<file path="src/hw/rtl/rrmpq_pkg.sv">
package rrmpq_pkg;
	localparam int NUM_PIPES = 8;
	localparam int PIPE_DEPTH = 16;
	localparam int BATCH_MAX = 16;
	localparam int MODE_W = 3;
	localparam int SEL_W = 3;
	localparam int DATA_W = 32;
	localparam int LIM_W = 5;

	localparam logic [MODE_W-1:0] MODE_SUB = 3'd0;
	localparam logic [MODE_W-1:0] MODE_ENQ = 3'd1;
	localparam logic [MODE_W-1:0] MODE_DEQ = 3'd2;
	localparam logic [MODE_W-1:0] MODE_BATCH = 3'd3;
	localparam logic [MODE_W-1:0] MODE_UNSUB = 3'd4;

	typedef struct packed {
		logic [MODE_W-1:0] mode;
		logic [SEL_W-1:0] pipe_sel;
		logic signed [DATA_W-1:0] data_in;
		logic [LIM_W-1:0] batch_limit;
	} req_t;

	typedef struct packed {
		logic ok;
		logic signed [DATA_W-1:0] data_out;
		logic [SEL_W-1:0] pipe_out;
		logic [LIM_W-1:0] batch_total;
		logic last;
	} rsp_t;

	typedef struct packed {
		logic load;
		logic exec;
		logic pick;
		logic pop;
		logic emit;
	} cmd_t;

	typedef struct packed {
		logic is_pop;
		logic more;
	} sts_t;
endpackage

</file>
<file path="src/hw/rtl/rrmpq_if.sv">
interface rrmpq_req_if;
	logic valid;
	logic ready;
	rrmpq_pkg::req_t data;
	modport source (output valid, output data, input ready);
	modport sink (input valid, input data, output ready);
endinterface

interface rrmpq_rsp_if;
	logic valid;
	logic ready;
	rrmpq_pkg::rsp_t data;
	modport source (output valid, output data, input ready);
	modport sink (input valid, input data, output ready);
endinterface

</file>
<file path="src/hw/rtl/rrmpq_ctrl.sv">
module rrmpq_ctrl (
	input logic clk,
	input logic arst_n,
	input logic in_valid,
	output logic in_ready,
	output logic out_valid,
	input logic out_ready,
	input rrmpq_pkg::sts_t sts,
	output rrmpq_pkg::cmd_t cmd
);
	localparam logic [1:0] ST_IDLE = 2'd0;
	localparam logic [1:0] ST_EXEC = 2'd1;
	localparam logic [1:0] ST_POP = 2'd2;

	logic [1:0] state_q;
	logic out_free;

	assign out_free = !out_valid || out_ready;
	assign in_ready = (state_q == ST_IDLE);

	always_comb begin
		cmd = '0;
		cmd.load = in_valid && in_ready;
		case (state_q)
			ST_EXEC: begin
				cmd.exec = !sts.is_pop && out_free;
				cmd.pick = sts.is_pop;
			end
			ST_POP: cmd.pop = out_free;
			default: ;
		endcase
		cmd.emit = cmd.exec || cmd.pop;
	end

	always_ff @(posedge clk or negedge arst_n) begin
		if (!arst_n) begin
			state_q <= ST_IDLE;
			out_valid <= 1'b0;
		end else begin
			if (cmd.emit) out_valid <= 1'b1;
			else if (out_ready) out_valid <= 1'b0;
			case (state_q)
				ST_IDLE: if (cmd.load) state_q <= ST_EXEC;
				ST_EXEC: begin
					if (sts.is_pop) state_q <= ST_POP;
					else if (out_free) state_q <= ST_IDLE;
				end
				ST_POP: if (out_free && !sts.more) state_q <= ST_IDLE;
				default: state_q <= ST_IDLE;
			endcase
		end
	end

`ifndef SYNTHESIS
	a_no_emit_idle: assert property (@(posedge clk) disable iff (!arst_n)
		state_q == ST_IDLE |-> !cmd.emit) else $error("emit in idle");
	a_hold_out: assert property (@(posedge clk) disable iff (!arst_n)
		out_valid && !out_ready |=> out_valid) else $error("word dropped");
	a_one_src: assert property (@(posedge clk) disable iff (!arst_n)
		!(cmd.exec && cmd.pop)) else $error("exec and pop together");
`endif
endmodule

</file>
<file path="src/hw/rtl/rrmpq_dp.sv">
module rrmpq_dp #(
	parameter int NUM_PIPES = rrmpq_pkg::NUM_PIPES,
	parameter int PIPE_DEPTH = rrmpq_pkg::PIPE_DEPTH
) (
	input logic clk,
	input logic arst_n,
	input rrmpq_pkg::req_t req,
	input rrmpq_pkg::cmd_t cmd,
	output rrmpq_pkg::sts_t sts,
	output rrmpq_pkg::rsp_t rsp_q
);
	localparam int PW = (NUM_PIPES > 1) ? $clog2(NUM_PIPES) : 1;
	localparam int DW = $clog2(PIPE_DEPTH);
	localparam int CW = $clog2(PIPE_DEPTH + 1);
	localparam int TW = $clog2(NUM_PIPES * PIPE_DEPTH + 1);
	localparam int SW = rrmpq_pkg::SEL_W;
	localparam int LW = rrmpq_pkg::LIM_W;

	logic [rrmpq_pkg::DATA_W-1:0] mem [NUM_PIPES][PIPE_DEPTH];
	logic [DW-1:0] head_q [NUM_PIPES];
	logic [DW-1:0] tail_q [NUM_PIPES];
	logic [CW-1:0] fill_q [NUM_PIPES];
	logic [NUM_PIPES-1:0] active_q, valid_q;
	logic [TW-1:0] total_q;
	logic [PW-1:0] next_q, last_q;

	rrmpq_pkg::req_t req_q;
	logic [PW-1:0] pick_id, id_q;
	logic pick_ok;
	logic [LW-1:0] lim, n_q, left_q;
	logic sel_ok;
	logic [PW-1:0] sel;
	logic [CW-1:0] fill_sel, fill_pk;

	assign sel_ok = {{(32-SW){1'b0}}, req_q.pipe_sel} < NUM_PIPES;
	assign sel = sel_ok ? PW'(req_q.pipe_sel) : '0;
	assign fill_sel = fill_q[sel];

	always_comb begin
		logic [PW:0] idx;
		pick_ok = 1'b0;
		pick_id = '0;
		for (int i = NUM_PIPES; i >= 1; i--) begin
			idx = (PW+1)'(last_q) + (PW+1)'(i);
			if (idx >= (PW+1)'(NUM_PIPES)) idx = idx - (PW+1)'(NUM_PIPES);
			if (valid_q[idx[PW-1:0]] && fill_q[idx[PW-1:0]] != '0) begin
				pick_ok = 1'b1;
				pick_id = idx[PW-1:0];
			end
		end
		if (total_q == '0) pick_ok = 1'b0;
	end
	assign fill_pk = fill_q[pick_id];
	assign lim = (req_q.batch_limit > LW'(rrmpq_pkg::BATCH_MAX)) ?
		LW'(rrmpq_pkg::BATCH_MAX) : req_q.batch_limit;

	assign sts.is_pop = pick_ok && ((req_q.mode == rrmpq_pkg::MODE_DEQ) ||
		(req_q.mode == rrmpq_pkg::MODE_BATCH && lim != '0));
	assign sts.more = left_q > LW'(1);

	always_ff @(posedge clk) begin
		if (cmd.load) req_q <= req;
		if (cmd.exec && req_q.mode == rrmpq_pkg::MODE_ENQ && sel_ok &&
			fill_sel < CW'(PIPE_DEPTH))
			mem[sel][tail_q[sel]] <= req_q.data_in;
		if (cmd.pop) begin
			rsp_q.ok <= 1'b1;
			rsp_q.data_out <= mem[id_q][head_q[id_q]];
			rsp_q.pipe_out <= SW'(id_q);
			rsp_q.batch_total <= (req_q.mode == rrmpq_pkg::MODE_BATCH) ? n_q : '0;
			rsp_q.last <= left_q == LW'(1);
		end else if (cmd.emit) begin
			rsp_q <= '0;
			rsp_q.last <= 1'b1;
			case (req_q.mode)
				rrmpq_pkg::MODE_SUB: begin
					rsp_q.ok <= 1'b1;
					rsp_q.pipe_out <= SW'(next_q);
				end
				rrmpq_pkg::MODE_ENQ: if (sel_ok && fill_sel < CW'(PIPE_DEPTH)) begin
					rsp_q.ok <= 1'b1;
					rsp_q.pipe_out <= req_q.pipe_sel;
				end
				rrmpq_pkg::MODE_UNSUB: if (sel_ok) begin
					rsp_q.ok <= 1'b1;
					rsp_q.pipe_out <= req_q.pipe_sel;
				end
				default: ;
			endcase
		end
	end

	always_ff @(posedge clk or negedge arst_n) begin
		if (!arst_n) begin
			for (int i = 0; i < NUM_PIPES; i++) begin
				head_q[i] <= '0;
				tail_q[i] <= '0;
				fill_q[i] <= '0;
			end
			active_q <= '0;
			valid_q <= '0;
			total_q <= '0;
			next_q <= '0;
			last_q <= '0;
			id_q <= '0;
			n_q <= '0;
			left_q <= '0;
		end else if (cmd.exec) begin
			case (req_q.mode)
				rrmpq_pkg::MODE_SUB: begin
					active_q[next_q] <= 1'b1;
					next_q <= (next_q == PW'(NUM_PIPES - 1)) ? '0 : next_q + PW'(1);
				end
				rrmpq_pkg::MODE_ENQ: if (sel_ok && fill_sel < CW'(PIPE_DEPTH)) begin
					tail_q[sel] <= (tail_q[sel] == DW'(PIPE_DEPTH - 1)) ? '0 :
						tail_q[sel] + DW'(1);
					if (fill_sel == '0) valid_q[sel] <= 1'b1;
					fill_q[sel] <= fill_sel + CW'(1);
					total_q <= total_q + TW'(1);
				end
				rrmpq_pkg::MODE_UNSUB: if (sel_ok) begin
					active_q[sel] <= 1'b0;
					if (fill_sel == '0) valid_q[sel] <= 1'b0;
				end
				default: ;
			endcase
		end else if (cmd.pop) begin
			head_q[id_q] <= (head_q[id_q] == DW'(PIPE_DEPTH - 1)) ? '0 :
				head_q[id_q] + DW'(1);
			fill_q[id_q] <= fill_q[id_q] - CW'(1);
			total_q <= total_q - TW'(1);
			left_q <= left_q - LW'(1);
			if (left_q == LW'(1)) begin
				last_q <= id_q;
				if (fill_q[id_q] == CW'(1) && !active_q[id_q]) valid_q[id_q] <= 1'b0;
			end
		end else if (cmd.pick) begin
			id_q <= pick_id;
			if (req_q.mode == rrmpq_pkg::MODE_DEQ) begin
				n_q <= LW'(1);
				left_q <= LW'(1);
			end else begin
				n_q <= ({{(32-CW){1'b0}}, fill_pk} < {{(32-LW){1'b0}}, lim}) ?
					LW'(fill_pk) : lim;
				left_q <= ({{(32-CW){1'b0}}, fill_pk} < {{(32-LW){1'b0}}, lim}) ?
					LW'(fill_pk) : lim;
			end
		end
	end

`ifndef SYNTHESIS
	a_pop_nonempty: assert property (@(posedge clk) disable iff (!arst_n)
		cmd.pop |-> fill_q[id_q] != '0) else $error("pop from empty pipe");
	a_pop_count: assert property (@(posedge clk) disable iff (!arst_n)
		cmd.pop |-> left_q != '0) else $error("pop beyond batch");
	a_total: assert property (@(posedge clk) disable iff (!arst_n)
		cmd.pop |-> total_q != '0) else $error("total underflow");
`endif
endmodule

</file>
<file path="src/hw/rtl/round_robin_multi_pipe_queue_top.sv">
// channel | dir | fields
// req     | in  | mode, pipe_sel, data_in, batch_limit
// rsp     | out | ok, data_out, pipe_out, batch_total, last
// A non-dequeue word is accepted, then executed (state read-modify-write).
// A dequeue picks its pipe in the execute cycle, then pops one item per cycle while
// the output is free, from the single-port item store.
// Output stalls hold execute and the pop sequencer. arst_n clears all pointers and masks.
module round_robin_multi_pipe_queue_top #(
	parameter int NUM_PIPES = rrmpq_pkg::NUM_PIPES,
	parameter int PIPE_DEPTH = rrmpq_pkg::PIPE_DEPTH
) (
	input logic clk,
	input logic arst_n,
	rrmpq_req_if.sink req,
	rrmpq_rsp_if.source rsp
);
	rrmpq_pkg::cmd_t cmd;
	rrmpq_pkg::sts_t sts;

	rrmpq_ctrl u_ctrl (
		.clk(clk), .arst_n(arst_n),
		.in_valid(req.valid), .in_ready(req.ready),
		.out_valid(rsp.valid), .out_ready(rsp.ready),
		.sts(sts), .cmd(cmd)
	);

	rrmpq_dp #(.NUM_PIPES(NUM_PIPES), .PIPE_DEPTH(PIPE_DEPTH)) u_dp (
		.clk(clk), .arst_n(arst_n), .req(req.data),
		.cmd(cmd), .sts(sts), .rsp_q(rsp.data)
	);
endmodule

</file>
<file path="src/flat_wrapper.sv">
// flat-port wrapper written by rule: the top's interface ports become plain ports
module round_robin_multi_pipe_queue_top_flat 
#(
	parameter int NUM_PIPES = rrmpq_pkg::NUM_PIPES,
	parameter int PIPE_DEPTH = rrmpq_pkg::PIPE_DEPTH
)
  (clk, arst_n, req_valid, req_data, req_ready, rsp_valid, rsp_data, rsp_ready);
  rrmpq_req_if req_i ();
  rrmpq_rsp_if rsp_i ();
  input logic clk;
  input logic arst_n;
  input wire logic [$bits(req_i.valid)-1:0] req_valid;
  input wire logic [$bits(req_i.data)-1:0] req_data;
  output wire logic [$bits(req_i.ready)-1:0] req_ready;
  output wire logic [$bits(rsp_i.valid)-1:0] rsp_valid;
  output wire logic [$bits(rsp_i.data)-1:0] rsp_data;
  input wire logic [$bits(rsp_i.ready)-1:0] rsp_ready;
  assign req_i.valid = req_valid;
  assign req_i.data = req_data;
  assign req_ready = req_i.ready;
  assign rsp_valid = rsp_i.valid;
  assign rsp_data = rsp_i.data;
  assign rsp_i.ready = rsp_ready;
  round_robin_multi_pipe_queue_top #(.NUM_PIPES(NUM_PIPES), .PIPE_DEPTH(PIPE_DEPTH)) u_core (.clk(clk), .arst_n(arst_n), .req(req_i), .rsp(rsp_i));
endmodule
</file>
<file path="config.mk">
export PLATFORM = sky130hd
export DESIGN_NAME = round_robin_multi_pipe_queue_top_flat
export DESIGN_NICKNAME = d
export VERILOG_FILES = /design/src/hw/rtl/rrmpq_pkg.sv /design/src/hw/rtl/rrmpq_if.sv /design/src/hw/rtl/rrmpq_ctrl.sv /design/src/hw/rtl/rrmpq_dp.sv /design/src/hw/rtl/round_robin_multi_pipe_queue_top.sv /design/src/flat_wrapper.sv
export SDC_FILE = /design/constraint.sdc
export NUM_CORES = 2
export LEC_CHECK = 0
export BUFFER_PORTS_ARGS = -buffer_cell sky130_fd_sc_hd__buf_4
export CORE_MARGIN = 2
export CORE_UTILIZATION = 50
export CTS_CLUSTER_DIAMETER = 30
export DETAILED_ROUTE_END_ITERATION = 10
export PLACE_DENSITY = 0.65
export SLEW_MARGIN = 20
export SYNTH_ARGS = -nofsm -noshare
export SYNTH_HDL_FRONTEND = slang
export SYNTH_SLANG_ARGS = --single-unit
</file>
<file path="constraint.sdc">
create_clock -name clk -period 13.3 [get_ports clk]
set_input_delay 3.325 -clock clk [delete_from_list [all_inputs] [get_ports clk]]
set_output_delay 3.325 -clock clk [all_outputs]
set_load 0.01 [all_outputs]
</file>
==> impl_metrics.yaml <==
clock_network:
  ctsHoldBuffers: 0
  clockBufferDepth: 4
  cts_resized: 0
  clock_latency_ns: 1.10
  cts_sinks: 4331
  htree_levels: 6
  root_buffer: "clkbuf_16"
  clk_pin_slew_ns: 0.05
  post_cts_buffers: 0
  cts_buffers: 699
  cts_tree: "yes"
pwr:
  leakage_nw: 60.9
  ir_drop_mv: 0.211
  power_density_nw_per_um2: 239
global_routing:
  grt_pass1_wl_mm: 685
  grtUsageMet1_pct: 40.6
  grt_overflow_total: 0
  use_met3_pct: 8.01
  antenna_found_initial: 28
  grt_pass1_vias: 92500
  grt_max_degree: 139
  busiest_layer: "met2"
  use_met2_pct: 44.3
  grt.total_usage_pct: 29.3
layout:
  final_cells: 14200
  area_delta_synth_final_pct: 20.1
  fillers: 22400
  final_nets: 9492
  utilization_pct: 60.2
  drive_gt1_share_pct: 18.3
run_status:
  status: "completed"
floorplanning:
  rows: 208
  initial_utilization_pct: 50.1
  die_area_um2: 326000
  io_pins: 91
  fp.dieW_um: 571
  die_h_um: 571
  coreArea_um2: 320000
min_path:
  hold_path_depth: 2
  min-delay-start: "u_core.u_dp.n_q[2]"
  min_to: "u_core.u_dp.n_q[2]"
  hold_class: "flip-flop to flip-flop"
synth:
  synthXorXnorAreaFrac_pct: 0.158
  synth_fa_ha_area_share_pct: 0.207
  yosysUniqueCellTypes: 77
  synth_top_family_by_area: "compound AO/OA/AOI/OAI gates"
  synth-simple-area-share_pct: 3.34
  synth_mux_area_share_pct: 0.888
  syn_nets: 9028
  synth_flop_cell: "edfxtp_1"
  synth-edff-count: 4180
  yosysSeqAreaShare_pct: 80.6
  ys_ff_latch: 4331
  synth-compound-area-share_pct: 13.3
  postSynthAreaPerCell_um2: 17.9
  netlist_area_um2: 160000
  yosys_warnings: 0
  synthArstFlopShare_pct: 3.46
  syn_inst: 8955
sta:
  post-route-min-period_ns: 8.08
  fmax_ghz: 0.124
  maxSlewViolCount: 0
  fin_crit_sh_pct: 60.7
  setup_viol: 0
  tns_ns: 0
  max_slew_margin_pct: 6.79
  rsz0062_at_grt: "no"
  worstMarginPinSlew_ns: 1.39
  skew_ns: 0.135
  hold_violations: 0
job:
  maxCapViolations: 0
drt:
  viasPerCell: 6.76
  routedWlPerCell_um: 34.3
  wl_mm: 488
  drt-pass1-iter-count: 8
  num_vias: 96200
  post-route-drc-count: 0
  drtAntennaViolNets: 0
  drtIter0Drc: 15100
worst_setup_path:
  required_ns: 13.94
  r2r-start: "u_core.u_dp.last_q[1]"
  cp-end-kind: "flip-flop"
  r2r_setup_slack_ns: 5.22
  path_class: "flip-flop to flip-flop"
  worst-path-max-fanout: 62
  r2r_end: "u_core.u_dp.mem[0][350]"
  reg2regPathDepth: 13
  worstSetupStartpointType: "flip-flop"
  cp.arrival_ns: 8.72
placed_design:
  dp_hpwl_mm: 263
  place_congestion: 0.908
  port_buffers: 90
  dp.cells: 12900
## worst max-delay path, cell delays in order, from the launching register on
cell	delay, ns
dfrtp_1	0.74
inv_1	0.45
ha_1	0.84
clkinv_1	0.49
nor4_1	0.51
nor4_2	0.16
nor2_1	0.16
a31oi_1	0.21
nor3_2	0.23
buf_4	0.51
and4b_1	0.66
and2_1	0.84
nand2_1	0.74
nor2_4	1.06
## per-layer routing
metal | routed length (um) | share of wire [%]
met2 | 222000 | 46
met5 | 70 | 0.014
met3 | 61600 | 13
met1 | 185000 | 38
met4 | 19400 | 4.0
## report_power, final
group | total, mW | internal (mW) | switching [mW]
sequential | 16.0 | 15.7 | 0.247
combinational | 11.6 | 2.82 | 8.83
clock | 18.4 | 11.6 | 6.74
## cell usage after synthesis, drive strengths merged (10+ instances only)
cell type	n	area (um^2)
mux2i	32	333
a22o	455	3990
o22ai	34	213
nand2	106	398
a211oi	37	278
a221oi	455	3990
a31oi	166	1040
edfxtp	4180	126000
a311oi	98	858
dfrtp	150	3750
mux2	65	732
nor3	38	190
buf	83	317
o211ai	75	563
o21ai	82	410
a21oi	108	548
ha	25	313
nor2	312	1170
and3	20	125
and2	15	93.8
nand3	83	415
nand4	393	2460
mux4	16	360
xnor2	24	210
clkbuf	557	2090
a22oi	1188	8920
inv	22	82.6
nor4	10	68.8
## sequential cells by signal (all words and copies together) (netlist names), 3 cells and up, named ones only
register,cells
u_core.u_dp.active_q,8
u_core.u_dp.sel,3
u_core.u_dp.fill_q,40
u_core.u_dp.head_q,32
u_core.u_dp.left_q,5
u_core.u_dp.last_q,3
u_core.u_dp.n_q,5
u_core.u_dp.id_q,3
u_core.u_dp.mem,4096
u_core.u_dp.next_q,3
u_core.u_dp.tail_q,32
u_core.u_dp.rsp_q,42
u_core.u_dp.req_q,40
u_core.u_dp.total_q,8
## layout make-up
cell class / count / area (um^2) / area share, %
Clock inverter: 521 / 6250 / 3.24
Timing Repair Buffer: 403 / 3930 / 2.04
Tap cell: 4200 / 5260 / 2.73
Clock buffer: 781 / 18100 / 9.38
Multi-Input combinational cell: 3959 / 29900 / 15.5
Antenna cell: 9 / 22.5 / 0.0117
Sequential cell: 4331 / 129000 / 67.1
Inverter: 25 / 93.8 / 0.0487
## worst max path at each step
stage / cells past startpoint / start / slack (ns) / endpoint
after floorplan: 8 / rsp_ready / 6.68 / u_core.u_dp.mem[0][384]
after global placement: 14 / u_core.u_dp.last_q[1] / 4.91 / u_core.u_dp.mem[0][455]
final: 13 / u_core.u_dp.last_q[1] / 5.22 / u_core.u_dp.mem[0][350]
after CTS: 13 / u_core.u_dp.last_q[1] / 5.36 / u_core.u_dp.mem[2][351]
after global routing: 13 / u_core.u_dp.last_q[1] / 4.95 / u_core.u_dp.mem[0][350]
after detailed placement: 13 / u_core.u_dp.last_q[1] / 5.39 / u_core.u_dp.mem[2][343]
## metrics by stage
| stage | worst slack, ns | hold slack, ns | instance area [um^2] | total power [mW] |
|---|---|---|---|---|
| 2_1_floorplan | 6.68 | 0.430 | 160000 | 21.7 |
| 3_3_place_gp | 4.91 | 0.471 | 167000 | 27.3 |
| 3_5_place_dp | 5.39 | 0.469 | 168000 | 27.4 |
| 4_1_cts | 5.36 | 0.480 | 192000 | 45.7 |
| 5_1_grt | 4.95 | 0.501 | 193000 | 47.0 |
| 6_report | 5.22 | 0.469 | 193000 | 46.0 |
## logic make-up after synthesis
kind of cell	count (synthesis)
flip-flops	4331
AO/OA/AOI/OAI	2753
AND/OR/NAND/NOR	1038
buffers and inverters	665
multiplexers	113
XOR/XNOR	29
adder cells (fa/ha/maj)	26
## cells in the final DEF, fill, tap and decap left out, drive strengths merged, types with 9 or more instances in the layout
cell type  count
diode          9
xnor2         24
a211oi        37
and2          15
buf          403
o22ai         34
a22oi       1188
clkinv       253
nor2b          9
clkinvlp      94
or4            9
nand4        393
nor3          38
mux2          65
bufinv        87
mux4          16
a31oi        166
o211ai        75
o21ai         82
a311oi        98
inv          112
nand3         83
a21oi        108
nor2         312
mux2i         32
clkbuf       781
edfxtp      4180
ha            25
a221oi       455
a22o         455
dfrtp        150
nor4          10
and3          20
nand2        106
(Power assumes the default switching activity.)
